`src/rtl/core/sha1_pkg.sv`:
```
// Shared types, constants and round functions for the SHA-1 hash block.
// Depends on nothing; every module of the block imports it.
package sha1_pkg;

    // Word counts, round and padding bounds, and the initial chaining words.
    localparam int unsigned NUM_WORDS  = 5;
    localparam logic [6:0]  LAST_ROUND = 7'd79;
    localparam logic [6:0]  SCHED_LEN  = 7'd16;
    localparam logic [2:0]  LAST_WORD  = 3'd4;
    localparam logic [5:0]  LEN_START  = 6'd56;
    localparam logic [5:0]  BLOCK_LAST = 6'd63;
    localparam logic [7:0]  PAD_MARK   = 8'h80;

    localparam logic [31:0] INIT_H [NUM_WORDS] = '{
        32'h67452301, 32'hEFCDAB89, 32'h98BADCFE, 32'h10325476, 32'hC3D2E1F0
    };

    // Sequencer states.
    typedef enum logic [2:0] {
        ST_IDLE,
        ST_COMP,
        ST_FOLD,
        ST_PAD,
        ST_OUT
    } t_state;

    // Padding phases: marker byte, zero fill, length bytes.
    typedef enum logic [1:0] {
        PH_MARK,
        PH_ZERO,
        PH_LEN
    } t_pad_phase;

    // Round groups of twenty.
    typedef enum logic [1:0] {
        RC_CH,
        RC_PAR1,
        RC_MAJ,
        RC_PAR2
    } t_round_class;

    // Controls for the compression unit.
    typedef struct packed {
        logic init_chain;
        logic load_work;
        logic round;
        logic fold;
    } t_comp_ctl;

    // Controls for the message schedule window.
    typedef struct packed {
        logic shift_byte;
        logic step;
        logic early;
    } t_sched_ctl;

    function automatic t_round_class round_class(input logic [6:0] idx);
        t_round_class rc;
        if (idx < 7'd20) begin
            rc = RC_CH;
        end else if (idx < 7'd40) begin
            rc = RC_PAR1;
        end else if (idx < 7'd60) begin
            rc = RC_MAJ;
        end else begin
            rc = RC_PAR2;
        end
        return rc;
    endfunction

    function automatic logic [31:0] round_k(input t_round_class rc);
        logic [31:0] k;
        case (rc)
            RC_CH:   k = 32'h5A827999;
            RC_PAR1: k = 32'h6ED9EBA1;
            RC_MAJ:  k = 32'h8F1BBCDC;
            RC_PAR2: k = 32'hCA62C1D6;
            default: k = 32'h5A827999;
        endcase
        return k;
    endfunction

    function automatic logic [31:0] round_f(input t_round_class rc, input logic [31:0] b,
                                            input logic [31:0] c, input logic [31:0] d);
        logic [31:0] f;
        case (rc)
            RC_CH:   f = (b & c) | (~b & d);
            RC_MAJ:  f = (b & c) | (b & d) | (c & d);
            RC_PAR1: f = b ^ c ^ d;
            RC_PAR2: f = b ^ c ^ d;
            default: f = b ^ c ^ d;
        endcase
        return f;
    endfunction

endpackage

```
`src/rtl/core/sha1_hash_top.sv`:
```
// SHA-1 hash over a byte stream: sequencer, padding, length count and digest output.
// Depends on sha1_pkg, sha1_sched and sha1_comp.
//
// Usage: each input beat carries a message byte, a flag saying the byte is present,
// and an end flag. A beat without a byte but with the end flag closes an empty or
// already complete message. A beat with neither changes nothing.
// Input: a beat that does not complete a 64-byte block is taken without a stall.
// The beat that completes a block holds o_in_stall through 80 rounds in the single
// shared round adder and then the fold into the chain.
// At the end of a message the padding sequencer pushes one byte per cycle to the end
// of the block, pausing for the rounds and the fold of each padded block (one or two
// blocks); then five output beats carry digest words 0 to 4, the fifth marked last.
// o_in_stall stays high from the end beat until the fifth word is taken.
// A stall on the output holds the current word steady; nothing is lost.
// Reset (synchronous, active low) loads the initial chaining words and clears the
// byte and bit counts; after the digest the block returns to that same state.
module sha1_hash_top
    import sha1_pkg::*;
(
    input  logic        i_clk,
    input  logic        i_rst_n,
    input  logic        i_in_valid,
    output logic        o_in_stall,
    input  logic [7:0]  i_message_byte,
    input  logic        i_byte_present,
    input  logic        i_end_of_message,
    output logic        o_out_valid,
    input  logic        i_out_stall,
    output logic [31:0] o_digest_word,
    output logic [2:0]  o_word_index,
    output logic        o_last_word
);

    t_state     r_state, n_state;
    t_pad_phase r_phase, n_phase;
    logic [5:0]  r_fill;
    logic [63:0] r_bit_len;
    logic [6:0]  r_round;
    logic [2:0]  r_word;
    logic        r_finish;

    logic        in_acc, out_acc, push_in, pad_push, push, block_full, round_last, word_last;
    logic [7:0]  push_byte, pad_byte, len_byte;
    t_comp_ctl   comp_ctl;
    t_sched_ctl  sched_ctl;
    logic [31:0] sched_w;

    // Handshake qualifiers.
    assign in_acc     = i_in_valid && (r_state == ST_IDLE);
    assign out_acc    = (r_state == ST_OUT) && !i_out_stall;
    assign push_in    = in_acc && i_byte_present;
    assign pad_push   = (r_state == ST_PAD);
    assign push       = push_in || pad_push;
    assign block_full = push && (r_fill == BLOCK_LAST);
    assign round_last = (r_round == LAST_ROUND);
    assign word_last  = (r_word == LAST_WORD);

    // Padding byte: marker, zeros up to offset 56, then the big-endian bit count.
    assign len_byte = 8'(r_bit_len >> {~r_fill[2:0], 3'b000});
    always_comb begin
        case (r_phase)
            PH_MARK: pad_byte = PAD_MARK;
            PH_ZERO: pad_byte = (r_fill == LEN_START) ? len_byte : 8'h00;
            PH_LEN:  pad_byte = len_byte;
            default: pad_byte = 8'h00;
        endcase
    end
    assign push_byte = push_in ? i_message_byte : pad_byte;

    // Next state.
    always_comb begin
        n_state = r_state;
        case (r_state)
            ST_IDLE: begin
                if (in_acc) begin
                    if (block_full) begin
                        n_state = ST_COMP;
                    end else if (i_end_of_message) begin
                        n_state = ST_PAD;
                    end
                end
            end
            ST_COMP: begin
                if (round_last) begin
                    n_state = ST_FOLD;
                end
            end
            ST_FOLD: begin
                if (r_finish) begin
                    n_state = (r_phase == PH_LEN) ? ST_OUT : ST_PAD;
                end else begin
                    n_state = ST_IDLE;
                end
            end
            ST_PAD: begin
                if (block_full) begin
                    n_state = ST_COMP;
                end
            end
            ST_OUT: begin
                if (out_acc && word_last) begin
                    n_state = ST_IDLE;
                end
            end
            default: n_state = ST_IDLE;
        endcase
    end

    // Outputs and unit controls.
    always_comb begin
        o_in_stall           = (r_state != ST_IDLE);
        o_out_valid          = (r_state == ST_OUT);
        o_word_index         = r_word;
        o_last_word          = (r_state == ST_OUT) && word_last;
        comp_ctl.init_chain  = out_acc && word_last;
        comp_ctl.load_work   = block_full;
        comp_ctl.round       = (r_state == ST_COMP);
        comp_ctl.fold        = (r_state == ST_FOLD);
        sched_ctl.shift_byte = push;
        sched_ctl.step       = (r_state == ST_COMP);
        sched_ctl.early      = (r_round < SCHED_LEN);
    end

    // Padding phase advance.
    always_comb begin
        n_phase = r_phase;
        if (pad_push) begin
            case (r_phase)
                PH_MARK: n_phase = PH_ZERO;
                PH_ZERO: n_phase = (r_fill == LEN_START) ? PH_LEN : PH_ZERO;
                PH_LEN:  n_phase = PH_LEN;
                default: n_phase = PH_MARK;
            endcase
        end
    end

    // Sequencer registers and counters.
    always_ff @(posedge i_clk) begin
        if (!i_rst_n) begin
            r_state   <= ST_IDLE;
            r_phase   <= PH_MARK;
            r_fill    <= '0;
            r_bit_len <= '0;
            r_round   <= '0;
            r_word    <= '0;
            r_finish  <= 1'b0;
        end else begin
            r_state <= n_state;
            r_phase <= comp_ctl.init_chain ? PH_MARK : n_phase;
            if (comp_ctl.init_chain) begin
                r_fill <= '0;
            end else if (push) begin
                r_fill <= r_fill + 6'd1;
            end
            if (comp_ctl.init_chain) begin
                r_bit_len <= '0;
            end else if (push_in) begin
                r_bit_len <= r_bit_len + 64'd8;
            end
            if (r_state == ST_COMP) begin
                r_round <= round_last ? 7'd0 : r_round + 7'd1;
            end
            if (out_acc) begin
                r_word <= word_last ? 3'd0 : r_word + 3'd1;
            end
            if (comp_ctl.init_chain) begin
                r_finish <= 1'b0;
            end else if (in_acc && i_end_of_message) begin
                r_finish <= 1'b1;
            end
        end
    end

    sha1_sched u_sched (
        .i_clk  (i_clk),
        .i_ctl  (sched_ctl),
        .i_byte (push_byte),
        .o_w    (sched_w)
    );

    sha1_comp u_comp (
        .i_clk       (i_clk),
        .i_rst_n     (i_rst_n),
        .i_ctl       (comp_ctl),
        .i_round_idx (r_round),
        .i_w         (sched_w),
        .i_word_sel  (r_word),
        .o_word      (o_digest_word)
    );

    // The input side is held off while digest words are offered.
    a_out_blocks_in: assert property (@(posedge i_clk) disable iff (!i_rst_n)
        o_out_valid |-> o_in_stall)
        else $error("input accepted while digest words pending");

    // Only word four carries the last flag.
    a_last_flag: assert property (@(posedge i_clk) disable iff (!i_rst_n)
        o_out_valid |-> (o_last_word == (o_word_index == LAST_WORD)))
        else $error("last flag does not match word index");

    // An ending beat always starts padding or compression.
    a_end_busy: assert property (@(posedge i_clk) disable iff (!i_rst_n)
        (in_acc && i_end_of_message) |=> o_in_stall)
        else $error("end of message did not start finalization");

    // Rounds run only while compressing: outside it the round counter rests at zero.
    a_round_range: assert property (@(posedge i_clk) disable iff (!i_rst_n)
        (r_state != ST_COMP) |-> (r_round == 7'd0))
        else $error("round counter left nonzero outside compression");

    // A full block always enters compression with a fresh round count.
    a_block_start: assert property (@(posedge i_clk) disable iff (!i_rst_n)
        block_full |=> (r_state == ST_COMP) && (r_round == 7'd0) && (r_fill == 6'd0))
        else $error("block did not start compression cleanly");

endmodule

```
`src/rtl/core/sha1_sched.sv`:
```
// Message schedule window: collects message bytes and expands the schedule words.
// Depends on sha1_pkg for the control struct.
module sha1_sched
    import sha1_pkg::*;
(
    input  logic       i_clk,
    input  t_sched_ctl i_ctl,
    input  logic [7:0] i_byte,
    output logic [31:0] o_w
);

    // Sixteen words, word 0 (oldest) in the top bits.
    logic [511:0] r_win;
    logic [511:0] n_win;
    logic [31:0]  word0, word2, word8, word13, mix;

    assign word0  = r_win[511:480];
    assign word2  = r_win[447:416];
    assign word8  = r_win[255:224];
    assign word13 = r_win[95:64];
    assign mix    = word13 ^ word8 ^ word2 ^ word0;

    // The first sixteen rounds replay the stored words; later rounds expand.
    assign o_w = i_ctl.early ? word0 : {mix[30:0], mix[31]};

    // Bytes shift in at the bottom; each round shifts a whole word.
    always_comb begin
        n_win = r_win;
        if (i_ctl.shift_byte) begin
            n_win = {r_win[503:0], i_byte};
        end else if (i_ctl.step) begin
            n_win = {r_win[479:0], o_w};
        end
    end

    always_ff @(posedge i_clk) begin
        r_win <= n_win;
    end

endmodule

```
`src/rtl/core/sha1_comp.sv`:
```
// Compression unit: chaining words, working variables and the shared round logic.
// Depends on sha1_pkg for round functions, constants and the control struct.
module sha1_comp
    import sha1_pkg::*;
(
    input  logic        i_clk,
    input  logic        i_rst_n,
    input  t_comp_ctl   i_ctl,
    input  logic [6:0]  i_round_idx,
    input  logic [31:0] i_w,
    input  logic [2:0]  i_word_sel,
    output logic [31:0] o_word
);

    logic [31:0] r_h [NUM_WORDS];
    logic [31:0] r_a, r_b, r_c, r_d, r_e;
    logic [31:0] n_t;
    t_round_class rc;

    // One SHA-1 round: the five-operand add is the shared datapath.
    assign rc  = round_class(i_round_idx);
    assign n_t = {r_a[26:0], r_a[31:27]} + round_f(rc, r_b, r_c, r_d) + r_e
               + round_k(rc) + i_w;

    assign o_word = r_h[i_word_sel];

    // Working variables load from the chain, then step once per round.
    always_ff @(posedge i_clk) begin
        if (i_ctl.load_work) begin
            r_a <= r_h[0];
            r_b <= r_h[1];
            r_c <= r_h[2];
            r_d <= r_h[3];
            r_e <= r_h[4];
        end else if (i_ctl.round) begin
            r_a <= n_t;
            r_b <= r_a;
            r_c <= {r_b[1:0], r_b[31:2]};
            r_d <= r_c;
            r_e <= r_d;
        end
    end

    // Chaining words: set to the initial values on reset and after a digest, fold in after each block.
    always_ff @(posedge i_clk) begin
        if (!i_rst_n || i_ctl.init_chain) begin
            for (int i = 0; i < NUM_WORDS; i++) begin
                r_h[i] <= INIT_H[i];
            end
        end else if (i_ctl.fold) begin
            r_h[0] <= r_h[0] + r_a;
            r_h[1] <= r_h[1] + r_b;
            r_h[2] <= r_h[2] + r_c;
            r_h[3] <= r_h[3] + r_d;
            r_h[4] <= r_h[4] + r_e;
        end
    end

endmodule

```
`config.mk`:
```
export PLATFORM = sky130hd
export DESIGN_NAME = sha1_hash_top
export DESIGN_NICKNAME = d
export VERILOG_FILES = /design/src/rtl/core/sha1_pkg.sv /design/src/rtl/core/sha1_hash_top.sv /design/src/rtl/core/sha1_sched.sv /design/src/rtl/core/sha1_comp.sv
export SDC_FILE = /design/constraint.sdc
export NUM_CORES = 2
export LEC_CHECK = 0
export BUFFER_PORTS_ARGS = -buffer_cell sky130_fd_sc_hd__buf_2
export CORE_UTILIZATION = 69
export CTS_CLUSTER_SIZE = 20
export DETAILED_ROUTE_END_ITERATION = 10
export MAX_ROUTING_LAYER = met4
export PLACE_DENSITY_LB_ADDON = 0.1
export RECOVER_POWER = 50
export REMOVE_ABC_BUFFERS = 1
export SETUP_SLACK_MARGIN = 0.3
export SLEW_MARGIN = 25
export SYNTH_ARGS = -nofsm -noshare
export SYNTH_HDL_FRONTEND = slang
export SYNTH_HIERARCHICAL = 1
export SYNTH_SLANG_ARGS = --single-unit
```
`constraint.sdc`:
```
create_clock -name i_clk -period 22 [get_ports i_clk]
set_input_delay 2.2 -clock i_clk [delete_from_list [all_inputs] [get_ports i_clk]]
set_output_delay 2.2 -clock i_clk [all_outputs]
set_load 0.01 [all_outputs]
```
==> results.py <==
metrics = {
    "run_status": {
        "status": "finished, violations left",
        "violations": "max-capacitance violations, max-slew violations",
    },
    "clocking": {
        "clock_sinks": 915,
        "cts_tree": "yes",
        "clk_pin_slew_ns": 0.06,
        "root_buffer": "clkbuf_16",
        "clock_path_buffers": 3,
        "cts-buffers-inserted": 97,
        "holdBufCountCts": 0,
        "cts_setup_buffers": 0,
        "cts-resized-gates": 0,
        "clkLatencyLatePin_ns": 0.68,
        "cts-htree-levels": 3,
    },
    "sta": {
        "hold_viol": 0,
        "fin_worst_skew_ns": 0.0354,
        "finalCritPeriodShare_pct": 62.5,
        "fmax_mhz": 72.7,
        "finalSetupTns_ns": 0,
        "rsz0062_at_grt": "no",
        "holdWs_ns": 0.504,
        "drv_slew": 1218,
        "setup_violations": 0,
        "worst_pin_slew_ns": 7.95,
        "slew_headroom_pct": -430,
        "period_needed_ns": 13.75,
    },
    "detailed_routing": {
        "vias_per_cell": 6.56,
        "wire_per_inst_um": 23.9,
        "drt-pass1-iter-count": 6,
        "vias": 35500,
        "drc": 0,
        "ant_nets": 0,
        "drtIter0Drc": 3291,
        "wl_um": 129000,
    },
    "hold_path": {
        "min_from": "r_bit_len[63]",
        "hold_class": "reg2reg",
        "min_to": "r_bit_len[63]",
        "min_delay_path_depth": 2,
    },
    "setup_path": {
        "r2r_slack_ns": 9.54,
        "reg2reg_depth": 9,
        "start_kind": "primary input",
        "critPathKind": "in2reg",
        "reg2reg_to": "u_comp/r_d[20]",
        "crit_slowest_cell": "clkbuf_1",
        "critPathTopFamily": "buffers and inverters",
        "critPathMostFrequentCell": "clkbuf_1",
        "rr_startpoint": "r_state[1]",
        "crit_path_max_fanout": 145,
        "cp_num_buf_inv": 6,
        "critical_path_required_ns": 22.27,
        "endpoint_kind": "flop",
        "slowest_delay_ns": 5.45,
        "cp_cell_sequence": "clkbuf_1, nand4bb_1, a21oi_4, clkbuf_1, clkbuf_1, inv_1, nor2_4, clkbuf_1, or2_4, buf_4",
        "arrival_ns": 14.02,
    },
    "logic_synthesis": {
        "synthArstFlopShare_pct": 0,
        "synth-edff-count": 832,
        "ys_warn_count": 6,
        "ys_ff_latch": 915,
        "syn-instance-count": 4275,
        "synth_area_per_cell_um2": 12.7,
        "synthDistinctLibCells": 97,
        "synth_flop_cell": "edfxtp_1",
        "syn_area_um2": 54100,
        "seq_area_frac_synth_pct": 49.2,
    },
    "floorplanning": {
        "dieArea_um2": 79600,
        "start_util_pct": 69.9,
        "die_h_um": 282,
        "pin_count": 52,
        "coreArea_um2": 77500,
        "rows": 102,
        "dieWidth_um": 282,
    },
    "layout": {
        "nets": 4632,
        "fillers": 5137,
        "stdcell_count": 5409,
        "antennaDiodeCount": 0,
        "syn_to_final_growth_pct": 7.23,
        "final_cell_mix": "edfxtp_1, mux2_2, inv_1, nand2_1, o21ai_0",
        "seqCellArea_um2": 26600,
        "multi_input_area_um2": 25400,
        "drive_above_1_share_pct": 21.3,
        "layout_commonest_cell": "edfxtp_1",
    },
    "global_routing": {
        "grt_pass1_wl_um": 198000,
        "grt_pass1_vias": 34100,
        "grtUsageTotal_pct": 33.5,
        "grt_max_degree": 212,
        "antenna_found_initial": 0,
        "grt.overflow.total": 0,
    },
    "placed_design": {
        "place.gp.congestion": 0.978,
        "dp.cells": 5228,
        "dpl.hpwl_um": 89900,
        "portBuffers": 51,
    },
    "job": {
        "cap_violations": 20,
    },
}
==> cell usage after synthesis (30+ instances only) <==
master | instances | share of area, %
dfxtp_1 | 83 | 3.1
inv_1 | 253 | 1.8
nor2b_1 | 30 | 0.35
edfxtp_1 | 832 | 46
a21oi_1 | 193 | 1.8
nand4_1 | 43 | 0.50
nand3_1 | 63 | 0.58
ha_1 | 204 | 4.7
a21o_1 | 93 | 1.3
and3_1 | 50 | 0.58
clkbuf_1 | 87 | 0.60
nand2_1 | 232 | 1.6
xor2_1 | 167 | 2.7
fa_1 | 125 | 4.6
nand2b_1 | 35 | 0.40
mux2i_1 | 50 | 0.92
mux4_2 | 46 | 1.9
nor2_1 | 195 | 1.4
or3_1 | 34 | 0.39
xnor2_1 | 113 | 1.8
o21ai_0 | 209 | 1.9
a221o_1 | 30 | 0.55
mux2_2 | 638 | 13
buf_6 | 54 | 1.1
nor3_1 | 42 | 0.39
==> logic make-up (layout without fill, tap and decap cells) <==
logic type / after synthesis / count (layout) / share of synthesized area [%]
adders and majority gates: 330 / 330 / 9.36
and+or+nand+nor: 816 / 816 / 7.51
muxes: 734 / 734 / 16.1
xor gates and xnor gates: 280 / 280 / 4.53
AOI/OAI and AO/OA: 770 / 770 / 9.42
DFF: 915 / 915 / 49.2
buffers and inverters: 430 / 524 / 3.82
==> per-stage QoR <==
step / util [%] / instance area (um^2) / worst slack, ns
floorplan: - / 53000 / -16.36
global placement: 70.9 / 54900 / 14.90
detailed placement: 70.9 / 54900 / 14.67
CTS: 75.1 / 58200 / 14.51
global route: 74.9 / 58000 / 7.61
finish: 74.9 / 58000 / 8.25
==> per-layer routing <==
| metal | up-vias | share of wire (%) | global-route usage (%) |
|---|---|---|---|
| met4 | 0 | 3.4 | 11.4 |
| li1 | 16000 | - | - |
| met5 | - | 0 | - |
| met3 | 242 | 7.6 | 4.49 |
| met1 | 17700 | 42 | 46.0 |
| met2 | 1538 | 47 | 51.9 |
==> cell type report <==
class	instances	share of cell area [%]
Clock inverter	49	1.03
Tap cell	1040	2.24
Inverter	258	1.67
Timing Repair Buffer	87	0.847
Multi-Input combinational cell	2930	43.7
Sequential cell	915	45.9
Clock buffer	130	4.58
==> flip-flops by register name, indices dropped and copies added, names as in the netlist, 2 cells and up <==
name and flops:
u_comp/r_b 32, u_comp/r_e 32, r_bit_len 61, u_comp/r_c 32, r_state 3, u_sched/r_win 512
u_comp/r_d 32, u_comp/r_a 32, u_comp/r_h 160, r_fill 6, r_phase 2, o_word_index 3
r_round 7
==> worst max path at each step <==
stage	endpoint	from	depth (start not counted)
global placement	u_comp/r_a[31]	r_round[5]	21
finish	u_comp/r_d[20]	i_in_valid	10
floorplan	u_comp/r_a[0]	i_byte_present	5
global route	u_comp/r_d[20]	i_in_valid	10
CTS	u_comp/r_a[31]	r_round[5]	21
detailed placement	u_comp/r_a[31]	r_round[5]	21
==> worst register-to-register path: stages (launching register included) <==
cell and delay (ns):
dfxtp_1 0.41, nand4bb_1 0.28, a21oi_4 0.17, clkbuf_1 1.42
clkbuf_1 1.71, inv_1 0.28, nor2_4 0.19, clkbuf_1 5.45
or2_4 1.23, buf_4 0.88
Power is not shown: default switching activity piles up to over one toggle a cycle in this logic, so the estimate is an artifact.
